--- config.mk ---
export PLATFORM = sky130hd
export DESIGN_NAME = fbrop_pixel_alu
export DESIGN_NICKNAME = d
export VERILOG_FILES = /design/src/design/fbrop_pkg.sv /design/src/design/fbrop_pixel_alu.sv
export SDC_FILE = /design/constraint.sdc
export NUM_CORES = 1
export LEC_CHECK = 0
export BUFFER_PORTS_ARGS = -buffer_cell sky130_fd_sc_hd__buf_2
export CAP_MARGIN = 20
export CORE_MARGIN = 2
export CORE_UTILIZATION = 45
export DETAILED_ROUTE_END_ITERATION = 16
export PLACE_DENSITY_LB_ADDON = 0.25
export SLEW_MARGIN = 25
export SYNTH_ARGS = -nofsm -noshare
export SYNTH_HDL_FRONTEND = slang
export SYNTH_SLANG_ARGS = --single-unit
export TNS_END_PERCENT = 10
--- constraint.sdc ---
create_clock -name vclk -period 7
set_input_delay 0.7 -clock vclk [all_inputs]
set_output_delay 0.7 -clock vclk [all_outputs]
set_load 0.03 [all_outputs]
--- src/design/fbrop_pkg.sv ---
// ----------------------------------------------------------------------------
// Frame buffer pixel raster operation: shared definitions
// Types and constants used by the top level and by the pixel arithmetic unit.
// ----------------------------------------------------------------------------
package fbrop_pkg;

   // Request kinds carried in the request tuser field
   localparam logic [1:0] REQ_DRAW = 2'd0;
   localparam logic [1:0] REQ_READ = 2'd1;
   localparam logic [1:0] REQ_FILL = 2'd2;

   // Register indexes on the configuration channel
   localparam logic [2:0] CSR_DRAW_MODE = 3'd0;
   localparam logic [2:0] CSR_CLIP_X_LO = 3'd1;
   localparam logic [2:0] CSR_CLIP_X_HI = 3'd2;
   localparam logic [2:0] CSR_CLIP_Y_LO = 3'd3;
   localparam logic [2:0] CSR_CLIP_Y_HI = 3'd4;

   // Reciprocal of 255 scaled by 2^25; exact floor for dividends below 132626
   localparam logic [17:0] BLEND_RECIP = 18'd131587;
   localparam int          BLEND_SHIFT = 25;

   // Rounding offset of the invert blend product
   localparam logic [16:0] BLEND_ROUND = 17'd127;

   typedef enum logic [1:0] {
      MODE_SET,
      MODE_ADD,
      MODE_SUB,
      MODE_INVERT
   } draw_mode_type;

   typedef enum logic [1:0] {
      ST_IDLE,
      ST_UPDATE,
      ST_BLEND,
      ST_FILL
   } fsm_state_type;

   // Per-pixel control handed to the arithmetic unit
   typedef struct packed {
      draw_mode_type mode;
      logic          x_odd;
      logic [2:0]    row;
   } pix_ctl_type;

endpackage

--- src/design/fbrop_pixel_alu.sv ---
// ----------------------------------------------------------------------------
// Frame buffer pixel arithmetic unit
// Merges a shade into a stored byte at the configured depth, expands a stored
// pixel to eight bits and finishes the eight-bit invert blend.
// ----------------------------------------------------------------------------
module fbrop_pixel_alu
   import fbrop_pkg::*;
#(
   parameter int BITS_PER_PIXEL = 1
) (
   input  pix_ctl_type ctl,
   input  logic [7:0]  shade,
   input  logic [7:0]  old_byte,
   input  logic [16:0] blend_prod_ff,
   output logic [7:0]  new_byte,
   output logic [7:0]  read_shade,
   output logic [16:0] blend_prod,
   output logic [7:0]  blend_byte
);

   logic [7:0]  bit_mask;
   logic        shade_on;
   logic [3:0]  nib;
   logic [3:0]  shade_nib;
   logic [4:0]  nib_sum;
   logic [3:0]  nib_new;
   logic [7:0]  nib_wide;
   logic [16:0] nib_prod;
   logic [9:0]  nib_blend;
   logic [8:0]  byte_sum;
   logic [34:0] quot_full;
   logic [8:0]  quot;
   logic [9:0]  byte_blend;

   function automatic logic [15:0] old_byte_sel_prod(input logic [7:0] a, input logic [7:0] b);
      return 16'(a) * 16'(b);
   endfunction

   assign bit_mask  = 8'(1) << ctl.row;
   assign shade_on  = shade[7];
   assign nib       = ctl.x_odd ? old_byte[3:0] : old_byte[7:4];
   assign shade_nib = shade[7:4];
   assign nib_sum   = {1'b0, nib} + {1'b0, shade_nib};
   assign nib_wide  = {nib, nib};
   assign byte_sum  = {1'b0, old_byte} + {1'b0, shade};

   // Half-byte invert blend: replicated nibble, product rounded by a shift
   assign nib_prod  = {old_byte_sel_prod(nib_wide, shade), 1'b0} + BLEND_ROUND;
   assign nib_blend = {2'b00, nib_wide} + {2'b00, shade} - {1'b0, nib_prod[16:8]};

   // Eight-bit invert blend, first stage: twice the product plus rounding
   assign blend_prod = {old_byte_sel_prod(old_byte, shade), 1'b0} + BLEND_ROUND;

   // Second stage: divide the registered product by 255 through the reciprocal
   assign quot_full  = 35'(blend_prod_ff) * 35'(BLEND_RECIP);
   assign quot       = quot_full[BLEND_SHIFT +: 9];
   assign byte_blend = {2'b00, old_byte} + {2'b00, shade} - {1'b0, quot};
   assign blend_byte = byte_blend[7:0];

   // New nibble value at four bits per pixel
   always_comb begin
      case (ctl.mode)
         MODE_SET:    nib_new = shade_nib;
         MODE_ADD:    nib_new = nib_sum[4] ? 4'hF : nib_sum[3:0];
         MODE_SUB:    nib_new = (nib > shade_nib) ? (nib - shade_nib) : 4'h0;
         MODE_INVERT: nib_new = nib_blend[7:4];
         default:     nib_new = nib;
      endcase
   end

   // Merged byte for every depth; the invert blend at eight bits uses blend_byte
   always_comb begin
      if (BITS_PER_PIXEL == 1) begin
         case (ctl.mode)
            MODE_SET:    new_byte = shade_on ? (old_byte | bit_mask) : (old_byte & ~bit_mask);
            MODE_ADD:    new_byte = shade_on ? (old_byte | bit_mask) : old_byte;
            MODE_SUB:    new_byte = shade_on ? (old_byte & ~bit_mask) : old_byte;
            MODE_INVERT: new_byte = shade_on ? (old_byte ^ bit_mask) : old_byte;
            default:     new_byte = old_byte;
         endcase
      end else if (BITS_PER_PIXEL == 4) begin
         new_byte = ctl.x_odd ? {old_byte[7:4], nib_new} : {nib_new, old_byte[3:0]};
      end else begin
         case (ctl.mode)
            MODE_SET:    new_byte = shade;
            MODE_ADD:    new_byte = byte_sum[8] ? 8'hFF : byte_sum[7:0];
            MODE_SUB:    new_byte = (old_byte > shade) ? (old_byte - shade) : 8'h00;
            MODE_INVERT: new_byte = blend_byte;
            default:     new_byte = old_byte;
         endcase
      end
   end

   // Expansion of a stored pixel to eight bits
   always_comb begin
      if (BITS_PER_PIXEL == 1) begin
         read_shade = old_byte[ctl.row] ? 8'hFF : 8'h00;
      end else if (BITS_PER_PIXEL == 4) begin
         read_shade = nib_wide;
      end else begin
         read_shade = old_byte;
      end
   end

endmodule
# After elaboration in Yosys (flattened, before gate mapping)
# Cells that the tools add are included.
word_totals:
  register_bits: 0
  inputBits: 39
  out_inout_bits: 41
op_classes:
  n_addsub: 3
  n_mul: 2
  magnitude_cmp: 1
  eq_ne: 3
  n_shift: 1
  n_mux: 8
  bitwise_logic: 4
  n_reduce_logical: 1
op_table:
  columns: ["op", "n"]
  rows:
  - ["2-to-1 mux 8 bit", 5]
  - ["multiplier 17 x 18 -> 33 bit, second input constant", 1]
  - ["one-hot mux 8 bit (4 select lines)", 1]
  - ["adder 17 x 7 -> 17 bit, second input constant", 1]
  - ["multiplier 8 x 8 -> 16 bit", 1]
  - ["adder 8 bit", 1]
  - ["bitwise AND 8 bit", 1]
  - ["inverter 8 bit", 1]
  - ["bitwise OR 8 bit", 1]
  - ["left shift 1 x 3 -> 8 bit, first input constant", 1]
  - ["subtractor 8 bit", 1]
  - ["bitwise XOR 8 bit", 1]
  - ["== test 2 bit, second input constant", 2]
  - ["< comparator 3 x 4 -> 1 bit, second input constant", 1]
  - ["binary-select mux 1 bit (select 3 bit)", 1]
  - ["== test 2 x 1 -> 1 bit, second input constant", 1]
  - ["zero test 2 bit", 1]
  - ["2-to-1 mux 1 bit", 1]

# Logic depth before layout (Yosys ltp)
logic_depth:
  depth_word: 5
  depth_mapped: 28

# Least setup slack after synthesis
# No wires, ideal clock.
synth_timing:
  path_kind: "input-to-output"
  start: "input blend_prod_ff[15]"
  end: "output blend_byte[7]"
  arrival_ns: 6.209
  required_ns: 6.300
  slack_ns: 0.091
  cell_stages: 26
  n_path_buf: 0
  cell_sequence: "inv_1 ha_1 inv_1 ha_1 fa_1 ha_1 ha_1 ha_1 ha_1 a2111oi_0 o21ai_0 o21a_1 a311o_1 and2_1 a31oi_1 xnor2_1 fa_1 inv_1 ha_1 a21oi_1 nor2b_1 o21ai_0 a21oi_1 o41a_1 xnor2_1 xnor2_1"
synth_via:
  elab_chain_len: 2
synth_lines:
  columns: ["item", "line_no", "text"]
  rows:
  - ["start, declared", "fbrop_pixel_alu.sv:14", "input logic [16:0] blend_prod_ff,"]
  - ["multiplier 17 x 18 -> 33 bit", "fbrop_pixel_alu.sv:55", "assign quot_full = 35'(blend_prod_ff) * 35'(BLEND_RECIP);"]
  - ["subtractor 8 bit", "fbrop_pixel_alu.sv:57", "assign byte_blend = {2'b00, old_byte} + {2'b00, shade} - {1'b0, quot};"]
  - ["end, declared", "fbrop_pixel_alu.sv:18", "output logic [7:0] blend_byte"]
# Every way passes these cells.

# Worst setup path after layout
layout_timing:
  start: "input blend_prod_ff[9]"
  end: "output blend_byte[7]"
# Same word-level chain as after synthesis.

==> flow_summary.ini <==
[outcome]
status = complete, no violations

[routing]
wire_per_inst_um = 15.45
met1_length_um = 6351
drc_errors = 0
antenna_left = 0
met2_wirelength_um = 7624
drt_iter0_markers = 341
wl_met3_um = 557
vias = 5213
drt-total-wl_um = 14600
viasPerCell = 5.516
top_layer = met5
drtPass1Iterations = 4

[floorplanning]
dieArea_um2 = 13810
die_h_um = 117.5
num_rows = 41
die_w_um = 117.5
core_area_um2 = 12620
io_pins = 80
start_util_pct = 45.94

[critical_path]
required_ns = 6.30
worst-setup-path-type = in -> out
slowest_delay_ns = 0.58
critPathSlowestCell = fa_1
endpoint_kind = primary output
critical_path_arrival_ns = 6.21
path_delay_family = adder cells
crit_buf_inv = 7
worstSetupStartpoint = blend_prod_ff[9]
cp_max_fo = 5
startpoint_type = input pin
worst_path_most_repeated_cell = inv_1

[pwr]
peakVddDrop_v = 0.0002087
p_leak_nw = 3.484
clockPowerShare_pct = 0
power.internal_mw = 0.7209
p_per_area_nw_per_um2 = 265.9
switching_share_pct = 60.11
power.switching_mw = 1.086
p_total_mw = 1.807
combPwrFrac_pct = 100.0
pwr-share-seq_pct = 0

[sta]
max_clock_freq_mhz = 144.6
relSlewSlack_pct = 43.93
fin_crit_ns = 6.914
setup_ws_ns = 0.08588
hold_viol = 0
tightest_slew_ns = 0.8380
finalSetupViolations = 0
maxSlewViolCount = 0
fin_crit_sh_pct = 98.77

[global_route]
grt_pass1_vias = 5166
gr-total-overflow = 0
grt_max_degree = 19
antenna_found_initial = 1
grt_usage_pct = 20.40
grt_pass1_wl_um = 24170

[synth]
seq_area_frac_synth_pct = 0
netlist_area_um2 = 5798
syn_area_per_cell_um2 = 8.201
synth_warnings = 0
yosysTopAreaCell = ha_1
ys_top_cells_by_area = ha_1 (34%), fa_1 (19%), inv_1 (7.1%)
syn-num-nets = 957
yosysUniqueCellTypes = 62
synth_top_area_share_pct = 33.66
syn_inst = 707

[cells_and_area]
diodes = 0
syn2layout_area_growth_pct = 17.24
final_common_cell = ha_1
final_layout_size_suffix_gt1_share_pct = 21.22
regArea_um2 = 0
final_cell_mix = ha_1 (127), inv_1 (101), buf_2 (75), nand2_1 (57), fa_1 (50)
nNetsFinal = 1025
nClkBuffers = 0
seq_cell_count = 0

[placement]
dp_hpwl_um = 11740
gp_congestion = 0.9110
dp_slack_ns = -0.1991
port-buffer-count = 78

[job]
maxCapViolations = 0

[min_path]
min_path_type = in -> out
hold_start = old_byte[0]
[path summary, 6_finish.rpt]
check       endpoint  depth (start not counted)  slack (ns)
max    blend_byte[7]                         28        0.09
min    blend_prod[1]                          3        1.87
[stage by stage]
step / cells / instance area [µm²] / TNS, ns / hold WS, ns / utilization, %
after floorplan: 707 / 5798 / 0 / 1.582 / -
after global placement: 942 / 6354 / -0.1016 / 1.841 / 50.35
after detailed placement: 942 / 6354 / -0.2292 / 1.869 / 50.35
after CTS: 942 / 6410 / 0 / 1.868 / 50.79
after global routing: 945 / 6798 / -0.1234 / 1.900 / 53.87
final: 945 / 6798 / 0 / 1.868 / 53.87
[cell families (layout without fill, tap and decap cells)]
kind of cell | Yosys count | after routing | synth area share [%]
compound gates | 125 | 125 | 14.50
xor+xnor | 41 | 41 | 6.193
fa+ha+maj | 211 | 211 | 52.65
buf+inv | 138 | 204 | 9.732
mux | 3 | 3 | 0.9495
other cells | 1 | 1 | 0.06468
simple gates | 188 | 188 | 15.90
[synthesized netlist by cell type (8+ instances only)]
cell,number
a21o_1,8
a21oi_1,31
a31oi_1,15
and2_1,26
and3_1,9
buf_4,8
clkbuf_1,18
fa_1,55
ha_1,156
inv_1,109
nand2_1,57
nand3_1,13
nor2_1,44
nor3_1,8
o21ai_0,24
xnor2_1,30
xor2_1,11
[power by group through the flow]
stage	combinational (mW)	sequential, mW	clock [mW]
6_report	1.81	0	0
3_3_place_gp	1.64	0	0
3_5_place_dp	1.67	0	0
4_1_cts	1.70	0	0
2_1_floorplan	1.31	0	0
5_1_grt	1.99	0	0
[worst min-delay path, delay by kind of cell]
family,cells,cell delay [ns]
buffers and inverters,2,0.36
AND/OR/NAND/NOR,1,0.10
[cell type report]
class                      instances  area (µm²)
inverter                         109       409.1
multi-input combinational        569        5640
timing repair buffer              95       533.0
fill                            1221        5822
tap                              172       215.2
[per-layer routing]
layer	global-route usage, %	vias up
met5	0	-
met4	0.6777	2
met3	0.8721	6
met2	38.78	140
met1	26.97	2527
li1	-	2538
[what timing repair did]
item                                    CTS  global route
buffers inserted                          0             3
gates resized for setup                  12            65
endpoints found under the setup margin    2             2
pin swaps                                 5            32
hold endpoints to repair                  0             0
hold buffers                              0             0
(Power assumes the default switching activity.)
